==> config.mk <==
export PLATFORM = sky130hd
export DESIGN_NAME = serial_frame_receiver
export DESIGN_NICKNAME = d
export VERILOG_FILES = /design/src/rtl/core/sfr_pkg.sv /design/src/rtl/core/serial_frame_receiver.sv /design/src/rtl/core/sfr_cfg.sv /design/src/rtl/core/sfr_core.sv /design/src/rtl/core/sfr_out_buf.sv
export SDC_FILE = /design/constraint.sdc
export NUM_CORES = 1
export LEC_CHECK = 0
export BUFFER_PORTS_ARGS = -buffer_cell sky130_fd_sc_hd__buf_4
export CAP_MARGIN = 25
export CORE_MARGIN = 1
export CORE_UTILIZATION = 47
export CTS_CLUSTER_DIAMETER = 30
export CTS_CLUSTER_SIZE = 25
export DETAILED_ROUTE_END_ITERATION = 8
export PLACE_DENSITY_LB_ADDON = 0.2
export SLEW_MARGIN = 20
export SYNTH_ARGS = -nofsm -noshare
export SYNTH_HDL_FRONTEND = slang
export SYNTH_HIERARCHICAL = 1
export SYNTH_SLANG_ARGS = --single-unit
==> constraint.sdc <==
create_clock -name i_clk -period 5.5 [get_ports i_clk]
set_input_delay 1.1 -clock i_clk [delete_from_list [all_inputs] [get_ports i_clk]]
set_output_delay 1.1 -clock i_clk [all_outputs]
set_load 0.02 [all_outputs]
==> src/rtl/core/sfr_pkg.sv <==
package sfr_pkg;

    localparam int CFG_ADDR_W = 5;
    localparam int CFG_DATA_W = 32;

    localparam logic [2:0] REG_START_MARKER = 3'd0;
    localparam logic [2:0] REG_OWN_ADDRESS  = 3'd1;
    localparam logic [2:0] REG_BCAST_ADDR   = 3'd2;
    localparam logic [2:0] REG_MAX_PAYLOAD  = 3'd3;
    localparam logic [2:0] REG_TIMEOUT      = 3'd4;

    localparam logic [7:0]  RST_START_MARKER = 8'd0;
    localparam logic [7:0]  RST_OWN_ADDRESS  = 8'd1;
    localparam logic [7:0]  RST_BCAST_ADDR   = 8'd255;
    localparam logic [7:0]  RST_MAX_PAYLOAD  = 8'd255;
    localparam logic [31:0] RST_TIMEOUT      = 32'd1000;

    localparam logic [7:0] ID_FLAG = 8'h80;

    typedef enum logic [2:0] {
        ST_OK       = 3'd0,
        ST_HDR_HASH = 3'd1,
        ST_PAY_HASH = 3'd2,
        ST_OVERSIZE = 3'd3,
        ST_TIMEOUT  = 3'd4,
        ST_BAD_ID   = 3'd5
    } t_status;

    typedef struct packed {
        logic [7:0]  start_marker;
        logic [7:0]  own_address;
        logic [7:0]  broadcast_address;
        logic [7:0]  max_payload_length;
        logic [31:0] timeout_ticks;
    } t_cfg;

    typedef struct packed {
        logic       end_of_frame;
        logic [7:0] data_byte;
        logic [7:0] station_address;
        logic [7:0] packet_number;
        logic [7:0] command_code;
        logic [7:0] payload_count;
        logic       is_broadcast;
        t_status    status;
    } t_result;

endpackage

==> src/rtl/core/serial_frame_receiver.sv <==
// Receiver for start-byte framed packets. Each input transaction is a
// received byte (i_mode 0) or one time tick (i_mode 1). A frame is the start
// marker, a header of address, packet id, command, length and XOR hash,
// then the payload and, if the length is not zero, an XOR payload hash.
// Frames for the own or broadcast address give one output transaction per
// payload byte and one frame-end transaction with the header fields and a
// status; foreign frames are consumed silently, except that oversize and
// header hash errors and header timeouts are always reported. Each input
// transaction is handled in the cycle it is accepted, one per clock unless
// o_stall is high, by the frame state registers; results go to a two-entry
// output register with skid; o_stall rises only while both entries are full.
// Users write registers over the APB port while no frame is in progress; not enforced.
module serial_frame_receiver (
    input  logic                           i_clk,
    input  logic                           i_rst_n,
    input  logic                           psel,
    input  logic                           penable,
    input  logic                           pwrite,
    input  logic [sfr_pkg::CFG_ADDR_W-1:0] paddr,
    input  logic [sfr_pkg::CFG_DATA_W-1:0] pwdata,
    output logic [sfr_pkg::CFG_DATA_W-1:0] prdata,
    output logic                           pready,
    input  logic                           i_valid,
    output logic                           o_stall,
    input  logic                           i_mode,
    input  logic [7:0]                     i_rx_byte,
    output logic                           o_valid,
    input  logic                           i_stall,
    output logic                           o_end_of_frame,
    output logic [7:0]                     o_data_byte,
    output logic [7:0]                     o_station_address,
    output logic [7:0]                     o_packet_number,
    output logic [7:0]                     o_command_code,
    output logic [7:0]                     o_payload_count,
    output logic                           o_is_broadcast,
    output logic [2:0]                     o_status
);
    import sfr_pkg::*;

    t_cfg    cfg;
    logic    accept;
    logic    res_valid;
    t_result res;
    t_result out_res;
    logic    buf_full;

    assign o_stall = buf_full;
    assign accept  = i_valid & ~buf_full;

    sfr_cfg u_cfg (
        .i_clk   (i_clk),
        .i_rst_n (i_rst_n),
        .psel    (psel),
        .penable (penable),
        .pwrite  (pwrite),
        .paddr   (paddr),
        .pwdata  (pwdata),
        .prdata  (prdata),
        .pready  (pready),
        .o_cfg   (cfg)
    );

    sfr_core u_core (
        .i_clk       (i_clk),
        .i_rst_n     (i_rst_n),
        .i_cfg       (cfg),
        .i_accept    (accept),
        .i_mode      (i_mode),
        .i_rx_byte   (i_rx_byte),
        .o_res_valid (res_valid),
        .o_res       (res)
    );

    sfr_out_buf u_out_buf (
        .i_clk   (i_clk),
        .i_rst_n (i_rst_n),
        .i_push  (res_valid),
        .i_res   (res),
        .o_full  (buf_full),
        .o_valid (o_valid),
        .i_stall (i_stall),
        .o_res   (out_res)
    );

    assign o_end_of_frame    = out_res.end_of_frame;
    assign o_data_byte       = out_res.data_byte;
    assign o_station_address = out_res.station_address;
    assign o_packet_number   = out_res.packet_number;
    assign o_command_code    = out_res.command_code;
    assign o_payload_count   = out_res.payload_count;
    assign o_is_broadcast    = out_res.is_broadcast;
    assign o_status          = out_res.status;

endmodule

==> src/rtl/core/sfr_cfg.sv <==
module sfr_cfg (
    input  logic                          i_clk,
    input  logic                          i_rst_n,
    input  logic                          psel,
    input  logic                          penable,
    input  logic                          pwrite,
    input  logic [sfr_pkg::CFG_ADDR_W-1:0] paddr,
    input  logic [sfr_pkg::CFG_DATA_W-1:0] pwdata,
    output logic [sfr_pkg::CFG_DATA_W-1:0] prdata,
    output logic                          pready,
    output sfr_pkg::t_cfg                 o_cfg
);
    import sfr_pkg::*;

    t_cfg       r_cfg;
    logic [2:0] reg_idx;
    logic       wr_en;

    assign reg_idx = paddr[4:2];
    assign wr_en   = psel & penable & pwrite;
    assign pready  = 1'b1;
    assign o_cfg   = r_cfg;

    always_ff @(posedge i_clk) begin
        if (!i_rst_n) begin
            r_cfg.start_marker       <= RST_START_MARKER;
            r_cfg.own_address        <= RST_OWN_ADDRESS;
            r_cfg.broadcast_address  <= RST_BCAST_ADDR;
            r_cfg.max_payload_length <= RST_MAX_PAYLOAD;
            r_cfg.timeout_ticks      <= RST_TIMEOUT;
        end else if (wr_en) begin
            case (reg_idx)
                REG_START_MARKER: r_cfg.start_marker       <= pwdata[7:0];
                REG_OWN_ADDRESS:  r_cfg.own_address        <= pwdata[7:0];
                REG_BCAST_ADDR:   r_cfg.broadcast_address  <= pwdata[7:0];
                REG_MAX_PAYLOAD:  r_cfg.max_payload_length <= pwdata[7:0];
                REG_TIMEOUT:      r_cfg.timeout_ticks      <= pwdata;
                default: ;
            endcase
        end
    end

    always_comb begin
        case (reg_idx)
            REG_START_MARKER: prdata = {24'd0, r_cfg.start_marker};
            REG_OWN_ADDRESS:  prdata = {24'd0, r_cfg.own_address};
            REG_BCAST_ADDR:   prdata = {24'd0, r_cfg.broadcast_address};
            REG_MAX_PAYLOAD:  prdata = {24'd0, r_cfg.max_payload_length};
            REG_TIMEOUT:      prdata = r_cfg.timeout_ticks;
            default:          prdata = '0;
        endcase
    end

endmodule

==> src/rtl/core/sfr_core.sv <==
module sfr_core (
    input  logic             i_clk,
    input  logic             i_rst_n,
    input  sfr_pkg::t_cfg    i_cfg,
    input  logic             i_accept,
    input  logic             i_mode,
    input  logic [7:0]       i_rx_byte,
    output logic             o_res_valid,
    output sfr_pkg::t_result o_res
);
    import sfr_pkg::*;

    typedef enum logic [1:0] {
        PH_HUNT,
        PH_HEADER,
        PH_PAYLOAD,
        PH_PHASH
    } t_phase;

    t_phase      r_phase, n_phase;
    logic [7:0]  r_hdr [4];
    logic [7:0]  r_pos, n_pos;
    logic [7:0]  r_xor, n_xor;
    logic [31:0] r_idle, n_idle;
    logic        r_to_us, n_to_us;

    logic        hdr_we;
    logic        do_end;
    logic [7:0]  fld [4];
    logic        addr_known;
    logic [31:0] limit;
    logic [31:0] idle_inc;
    logic [7:0]  xor_next;
    logic [7:0]  pos_inc;
    logic        res_eof;
    logic [7:0]  res_data;
    t_status     res_status;

    // fields not yet received in the current header read as zero
    always_comb begin
        for (int k = 0; k < 4; k++) begin
            if (r_phase == PH_HEADER && r_pos <= 8'(k)) begin
                fld[k] = 8'd0;
            end else begin
                fld[k] = r_hdr[k];
            end
        end
    end

    assign addr_known = !(r_phase == PH_HEADER && r_pos == 8'd0);
    assign limit      = (i_cfg.timeout_ticks == 32'd0) ? 32'd1 : i_cfg.timeout_ticks;
    assign idle_inc   = (r_idle == 32'hFFFF_FFFF) ? r_idle : r_idle + 32'd1;
    assign xor_next   = r_xor ^ i_rx_byte;
    assign pos_inc    = r_pos + 8'd1;

    always_comb begin
        n_phase     = r_phase;
        n_pos       = r_pos;
        n_xor       = r_xor;
        n_idle      = r_idle;
        n_to_us     = r_to_us;
        hdr_we      = 1'b0;
        do_end      = 1'b0;
        o_res_valid = 1'b0;
        res_eof     = 1'b0;
        res_data    = 8'd0;
        res_status  = ST_OK;
        if (i_accept) begin
            if (i_mode) begin
                if (r_phase != PH_HUNT) begin
                    n_idle = idle_inc;
                    if (idle_inc >= limit) begin
                        do_end      = 1'b1;
                        o_res_valid = (r_phase == PH_HEADER) || r_to_us;
                        res_eof     = 1'b1;
                        res_status  = ST_TIMEOUT;
                    end
                end
            end else begin
                n_idle = 32'd0;
                case (r_phase)
                    PH_HUNT: begin
                        if (i_rx_byte == i_cfg.start_marker) begin
                            n_phase = PH_HEADER;
                            n_pos   = 8'd0;
                            n_xor   = 8'd0;
                            n_to_us = 1'b0;
                        end
                    end
                    PH_HEADER: begin
                        if (r_pos < 8'd4) begin
                            hdr_we = 1'b1;
                            n_xor  = xor_next;
                            n_pos  = pos_inc;
                            if (r_pos == 8'd0) begin
                                n_to_us = (i_rx_byte == i_cfg.own_address)
                                       || (i_rx_byte == i_cfg.broadcast_address);
                            end
                        end else if (r_hdr[3] > i_cfg.max_payload_length) begin
                            do_end      = 1'b1;
                            o_res_valid = 1'b1;
                            res_eof     = 1'b1;
                            res_status  = ST_OVERSIZE;
                        end else if (i_rx_byte != r_xor) begin
                            do_end      = 1'b1;
                            o_res_valid = 1'b1;
                            res_eof     = 1'b1;
                            res_status  = ST_HDR_HASH;
                        end else if (r_hdr[3] == 8'd0) begin
                            do_end      = 1'b1;
                            o_res_valid = r_to_us;
                            res_eof     = 1'b1;
                            res_status  = ((r_hdr[1] & ID_FLAG) != 8'd0) ? ST_BAD_ID : ST_OK;
                        end else begin
                            n_phase = PH_PAYLOAD;
                            n_pos   = 8'd0;
                            n_xor   = 8'd0;
                        end
                    end
                    PH_PAYLOAD: begin
                        n_xor       = xor_next;
                        n_pos       = pos_inc;
                        o_res_valid = r_to_us;
                        res_data    = i_rx_byte;
                        if (pos_inc >= r_hdr[3]) begin
                            n_phase = PH_PHASH;
                        end
                    end
                    PH_PHASH: begin
                        do_end      = 1'b1;
                        o_res_valid = r_to_us;
                        res_eof     = 1'b1;
                        if (i_rx_byte != r_xor) begin
                            res_status = ST_PAY_HASH;
                        end else if ((r_hdr[1] & ID_FLAG) != 8'd0) begin
                            res_status = ST_BAD_ID;
                        end else begin
                            res_status = ST_OK;
                        end
                    end
                    default: begin
                        do_end = 1'b1;
                    end
                endcase
            end
            if (do_end) begin
                n_phase = PH_HUNT;
                n_pos   = 8'd0;
                n_xor   = 8'd0;
                n_idle  = 32'd0;
            end
        end
    end

    always_comb begin
        o_res.end_of_frame    = res_eof;
        o_res.data_byte       = res_data;
        o_res.station_address = fld[0];
        o_res.packet_number   = fld[1];
        o_res.command_code    = fld[2];
        o_res.payload_count   = fld[3];
        o_res.is_broadcast    = addr_known && (fld[0] == i_cfg.broadcast_address);
        o_res.status          = res_status;
    end

    always_ff @(posedge i_clk) begin
        if (!i_rst_n) begin
            r_phase <= PH_HUNT;
            r_pos   <= 8'd0;
            r_xor   <= 8'd0;
            r_idle  <= 32'd0;
            r_to_us <= 1'b0;
        end else begin
            r_phase <= n_phase;
            r_pos   <= n_pos;
            r_xor   <= n_xor;
            r_idle  <= n_idle;
            r_to_us <= n_to_us;
        end
    end

    always_ff @(posedge i_clk) begin
        if (hdr_we) begin
            r_hdr[r_pos[1:0]] <= i_rx_byte;
        end
    end

endmodule

==> src/rtl/core/sfr_out_buf.sv <==
module sfr_out_buf (
    input  logic             i_clk,
    input  logic             i_rst_n,
    input  logic             i_push,
    input  sfr_pkg::t_result i_res,
    output logic             o_full,
    output logic             o_valid,
    input  logic             i_stall,
    output sfr_pkg::t_result o_res
);
    import sfr_pkg::*;

    logic    r_out_valid;
    logic    r_skd_valid;
    t_result r_out;
    t_result r_skd;
    logic    pop;

    assign pop     = r_out_valid & ~i_stall;
    assign o_valid = r_out_valid;
    assign o_res   = r_out;
    assign o_full  = r_skd_valid;

    always_ff @(posedge i_clk) begin
        if (!i_rst_n) begin
            r_out_valid <= 1'b0;
            r_skd_valid <= 1'b0;
        end else if (r_skd_valid) begin
            if (pop) begin
                r_skd_valid <= 1'b0;
            end
        end else if (i_push) begin
            if (!r_out_valid || pop) begin
                r_out_valid <= 1'b1;
            end else begin
                r_skd_valid <= 1'b1;
            end
        end else if (pop) begin
            r_out_valid <= 1'b0;
        end
    end

    always_ff @(posedge i_clk) begin
        if (r_skd_valid) begin
            if (pop) begin
                r_out <= r_skd;
            end
        end else if (i_push) begin
            if (!r_out_valid || pop) begin
                r_out <= i_res;
            end else begin
                r_skd <= i_res;
            end
        end
    end

endmodule

==> flow_summary.ini, run 1 <==
[worst_setup_path]
r2r_end = u_out_buf/o_res[30]
worst-setup-path-type = flip-flop to flip-flop
cp-start-kind = flip-flop
r2r_slack_ns = 0.38
rr_worst_depth = 16
critPathRequiredTime_ns = 5.74
crit_fanout = 38
end_kind = flip-flop
r2r-start = u_core/r_idle[9]
cp.arrival_ns = 5.36

[detailed_routing]
post-route-drc-count = 0
first_pass_iters = 5
dr_total_vias = 9535
routed_via_density = 5.512
first_iter_violations = 541
wl_per_cell_microns = 17.45
wl_mm = 30.19
antenna_left = 0

[layout]
area_delta_synth_final_pct = 24.17
utilization = 0.6021
finalNonFillerCells = 1730
register_area_sq_um = 6007
diodes = 0
multi_input_area_sq_um = 6232
fin_nets = 1461
post_route_cells_drive_above_1_share = 0.2194
nFillCells = 2165

[power_and_ir_drop]
power.density_nw_per_um2 = 338.4
p_leak_nw = 6.537
vdd_drop_max_mv = 0.2069

[die]
initial_core_util = 0.4849
num_io_pins = 133
die_w_microns = 166.9
core_sq_um = 26350
die_area_sq_um = 27850
rows = 59
die_y_microns = 166.9

[clocking]
clk_latency_ns = 0.57
htree_num_levels = 2
worst_setup_hold_path_clk_slew_ns = 0.05
cts_buffers = 53
cts_resized = 0
post-cts-setup-buffers = 0
clock_sinks = 239
cts_buffer_depth = 3
cts_root_buf = clkbuf_16
cts_tree = yes
cts_hold_buf = 0

[synthesis]
syn-mean-instance-area_sq_um = 10.44
syn_nets = 1335
synth_top_area_share = 0.2867
synthTopCellsByArea = edfxtp_1, dfxtp_1, mux2i_1
async_reset_ff_frac = 0
netlist_instances = 1224
yosysWarnings = 6
ys_ff_latch = 239
ys.flop_type = edfxtp_1
synth_edf_count = 122
synth.distinct_cells = 72
synth_top_cell_by_area = edfxtp_1
synth_area_sq_um = 12780
yosysSeqAreaShare = 0.4700

[sta]
fin_crit_sh = 0.9306
worst_slew_pin_slew_ns = 0.9295
timing.hold.ws_ns = 0.4534
tns_ns = 0
rsz0062_at_grt = no
setup_viol = 0
worst_clock_skew_ns = 0.03248
drv_slew = 0
finalHoldViolCount = 0
slew_headroom = 0.3738
fmax_mhz = 195.4
period_minus_slack_ns = 5.118

[flow_run]
max-cap-violations = 0

[min_path]
min_to = u_core/r_idle[20]
min-delay-start = u_core/r_idle[20]
hp-class = flip-flop to flip-flop
holdPathStages = 2

[grt]
overflow = 0
grt_max_degree = 94
antenna_found_initial = 0
grt_use_total = 0.2136
grt_pass1_wl_mm = 47.87
grt_pass1_vias = 9207

[placed_design]
gp_congestion = 0.8540
io_buffers = 129
dpl.hpwl_mm = 20.80
dp.cells = 1629

[run_status]
outcome = finished, final reports clean
-- power breakdown --
group	total [mW]	switching, mW	internal [mW]
Sequential	1.88	0.00678	1.87
Clock	3.26	1.14	2.12
Combinational	0.227	0.136	0.0904
-- kinds of logic (layout without fill, tap and decap cells) --
family | count (synthesis) | count (layout) | share of synthesized area
other | 1 | 1 | 0.0002935
adders and majority gates | 58 | 58 | 0.05679
DFF | 239 | 239 | 0.4700
xor gates and xnor gates | 75 | 75 | 0.05141
AOI/OAI and AO/OA | 155 | 155 | 0.08333
muxes | 122 | 122 | 0.1021
buffers and inverters | 132 | 303 | 0.04377
and+or+nand+nor | 442 | 442 | 0.1923
-- sequential cells by signal (all words and copies together), names as in the netlist, 2 cells and up --
name / count
u_core/r_idle: 32
u_core/r_xor: 8
u_cfg/o_cfg: 64
u_core/r_hdr: 32
u_core/r_pos: 8
u_out_buf/r_skd: 45
u_core/r_phase: 2
u_out_buf/o_res: 45
-- cells in the final DEF (no fill, tap or decap), drive strengths merged, types with 30 or more instances in the layout --
| master | instances |
|---|---|
| mux2i | 76 |
| and2 | 53 |
| mux2 | 46 |
| nand2 | 138 |
| xnor2 | 51 |
| nor2 | 40 |
| edfxtp | 122 |
| dfxtp | 117 |
| inv | 82 |
| nand3 | 32 |
| ha | 58 |
| buf | 139 |
| nor2b | 48 |
| clkbuf | 55 |
| nand4 | 30 |
| o21ai | 42 |
-- worst max-delay path by stage --
stage,from,to,slack (ns),cells past startpoint
detailed placement,u_core/r_idle[10],u_out_buf/o_res[12],0.50,16
global route,u_core/r_idle[9],u_out_buf/o_res[30],0.05,16
floorplan,u_core/r_idle[26],u_out_buf/o_res[0],0.41,17
finish,u_core/r_idle[9],u_out_buf/o_res[30],0.38,16
CTS,u_core/r_idle[9],u_out_buf/o_res[30],0.46,16
global placement,u_core/r_idle[9],u_out_buf/o_res[12],0.57,16
-- Yosys cell counts (all sizes together), types with 24 or more instances --
library cell    n
a21oi          26
and2           53
and3           25
buf            24
clkbuf         44
dfxtp         117
edfxtp        122
ha             58
inv            64
mux2           46
mux2i          76
nand2         138
nand3          32
nand4          30
nor2           40
nor2b          48
o21ai          42
xnor2          51
xor2           24
-- worst max-delay path: stages (launching register included) --
cell and delay [ns]:
dfxtp_1 0.45, and4_1 0.30, and4_1 0.32, and2_1 0.31, nor3b_4 0.36, nand3_1 0.19
xnor2_1 0.19, ha_1 0.31, nand4_1 0.16, nor4_4 0.37, nand2_1 0.10, o21ai_0 0.24
o32ai_1 0.15, a221oi_1 0.49, nand2b_1 0.27, a21boi_4 0.30, buf_12 0.26
-- routing by layer --
layer  global-route usage  up-vias  share of wire
met2               0.3311      285           0.44
met1               0.3002     4559           0.48
met4              0.07488        0          0.021
met3              0.03636       52          0.055
met5                    0        -              0
li1                     -     4639              -
-- final cells by class --
type                    instances  share of cell area
clock inverters                45             0.03454
flip-flops and latches        239              0.3786
multi-input cells             853              0.3928
repair buffers                139             0.06782
inverters                      64             0.01514
well taps                     335             0.02642
clock buffers                  55             0.08469
-- per-stage QoR --
step / total power [mW] / setup WS (ns) / cell area [sq um]
floorplan: 2.054 / 0.4073 / 12780
global placement: 2.137 / 0.5699 / 13960
detailed placement: 2.139 / 0.4973 / 13960
CTS: 5.414 / 0.4558 / 15850
global route: 5.533 / 0.04536 / 15870
finish: 5.370 / 0.3819 / 15870
Power figures use the tool's default switching activity.
==> inputs of run 2 (changes only) <==
- BUFFER_PORTS_ARGS: -buffer_cell sky130_fd_sc_hd__buf_4 -> not set
- DONT_BUFFER_PORTS: not set -> 1
- SKIP_CTS_REPAIR_TIMING: not set -> 1
==> run 2 against run 1 <==
Net effect:
- critical path depth unchanged
- wire length decreased by 3.1%
- core utilization is 3.7 points lower
- clock-buffer cell count rose by 7
- via count shrank 6.8%
- register-to-register slack improved by 0.15 ns
- sequential power about the same
==> flow_summary.ini, run 2 (synthesis gave the netlist of run 1 again) <==
[run_status]
outcome = finished, final reports clean

[sta]
finalHoldViolCount = 0
fmax_mhz = 201.2
timing.hold.ws_ns = 0.4674
setup_viol = 0
setup_ws_ns = 0.5300
rsz0062_at_grt = no
worst_clock_skew_ns = 0.01409
drv_slew = 0
slew_headroom = 0.4186
period_minus_slack_ns = 4.970
tns_ns = 0
fin_crit_sh = 0.9036
worst_slew_pin_slew_ns = 0.8656

[grt]
grt_util_met1 = 0.3078
antenna_found_initial = 0
grtUsageMet3 = 0.04515
top_usage_layer = met2
grt_max_degree = 163
grt_use_met2 = 0.3140
grt_use_total = 0.2115
grt_pass1_wl_mm = 46.99
overflow = 0
grt_pass1_vias = 8610

[flow_run]
max-cap-violations = 0

[placed_design]
io_buffers = 0
dp.cells = 1498
gp_congestion = 0.8343
placed_area_sq_um = 12980
dpl.hpwl_mm = 19.85
dp_worst_setup_slack_ns = 0.5168

[worst_setup_path]
r2r-start = u_core/r_idle[9]
critPathRequiredTime_ns = 5.74
crit_end = u_out_buf/o_res[14]
rr_worst_depth = 16
crit_fanout = 41
cp_slowest_cell = a221oi_1
cp-start-kind = flip-flop
r2r_end = u_out_buf/o_res[14]
cp-startpoint = u_core/r_idle[9]
path_buf_inv = 1
crit_cells = 16
crit_chain = and4_1 > and4_1 > and2_1 > nor3b_4 > nand4_1 > xnor2_1 > ha_1 > nand4_2 > nor4_4 > nand2_1 > o21ai_0 > o32ai_1 > a221oi_1 > nand2b_1 > a21boi_4 > buf_12
cp.arrival_ns = 5.21
worst-setup-path-type = flip-flop to flip-flop
critPathMaxStageDelay_ns = 0.47
end_kind = flip-flop
crit_family = simple AND/OR/NAND/NOR gates
r2r_slack_ns = 0.53
path_common_cell = and4_1

[clocking]
clk_latency_ns = 0.56
cts_buffer_depth = 3
cts_buffers = 55
cts_root_buf = clkbuf_16
worst_setup_hold_path_clk_slew_ns = 0.05
htree_num_levels = 2
cts_tree = yes
clock_sinks = 239

[detailed_routing]
post-route-drc-count = 0
antenna_left = 0
routed_via_density = 5.546
wl_per_cell_microns = 18.26
first_iter_violations = 564
dr_total_vias = 8884
first_pass_iters = 5
wl_mm = 29.26

[layout]
fin_nets = 1332
diodes = 0
nFillCells = 2209
final_area_sq_um = 14890
area_delta_synth_final_pct = 16.56
post_route_cells_drive_above_1_share = 0.1373
finalNonFillerCells = 1602
layout_common_cells = nand2_1, edfxtp_1, dfxtp_1
largest_reg_flops = 64
final_common_cell = nand2_1

[power_and_ir_drop]
p_leak_nw = 5.911
vdd_drop_max_mv = 0.2438
power.density_nw_per_um2 = 354.6

[die]
die_w_microns = 166.9
rows = 59
die_area_sq_um = 27850
die_y_microns = 166.9
initial_core_util = 0.4849
num_io_pins = 133
core_sq_um = 26350

[min_path]
holdPathStages = 2
hp-class = flip-flop to flip-flop
## run 2: cell count changes in the layout (fill, tap and decap cells not counted), sizes merged
cell      previous run  this run
buf                139         8
clkinv              12        22
inv                 82        72
clkbuf              55        62
clkinvlp             9         5
## run 2: layout make-up
class,count,area (sq um),share of cell area
Multi-Input combinational cell,853,6232,0.4184
Sequential cell,239,6007,0.4033
Clock buffer,62,1443,0.09686
Clock inverter,41,460.4,0.03091
Tap cell,335,419.2,0.02814
Inverter,64,240.2,0.01613
Timing Repair Buffer,8,92.59,0.006216
## run 2: worst min-delay path by stage
stage	slack (ns)	from	end
2_1_floorplan	0.43	u_core/r_idle[20]	u_core/r_idle[20]
3_3_place_gp	0.44	u_core/r_idle[20]	u_core/r_idle[20]
3_5_place_dp	0.46	u_core/r_idle[20]	u_core/r_idle[20]
4_1_cts	0.47	u_core/r_idle[20]	u_core/r_idle[20]
5_1_grt	0.50	u_core/r_idle[20]	u_core/r_idle[20]
6_report	0.47	u_core/r_idle[20]	u_core/r_idle[20]
## run 2: tightest hold or removal path, stage by stage (launching register included)
cell and delay (ns):
dfxtp_1 0.31, nand3_1 0.06, nand2_1 0.05
## run 2: through the flow
step,util,total power [mW]
after floorplan,-,2.054
after global placement,0.4924,2.057
after detailed placement,0.4924,2.059
after CTS,0.5646,5.329
after global routing,0.5652,5.447
final,0.5652,5.282
## run 2: power breakdown
group / total [mW] / internal [mW] / switching (mW)
Clock: 3.25 / 2.18 / 1.07
Combinational: 0.144 / 0.0591 / 0.0846
Sequential: 1.88 / 1.88 / 0.00847
## run 2: layer usage
layer  wire, microns  share of wire
met5               0              0
met4             407          0.014
met3            1909          0.065
met2           12600           0.43
met1           14340           0.49
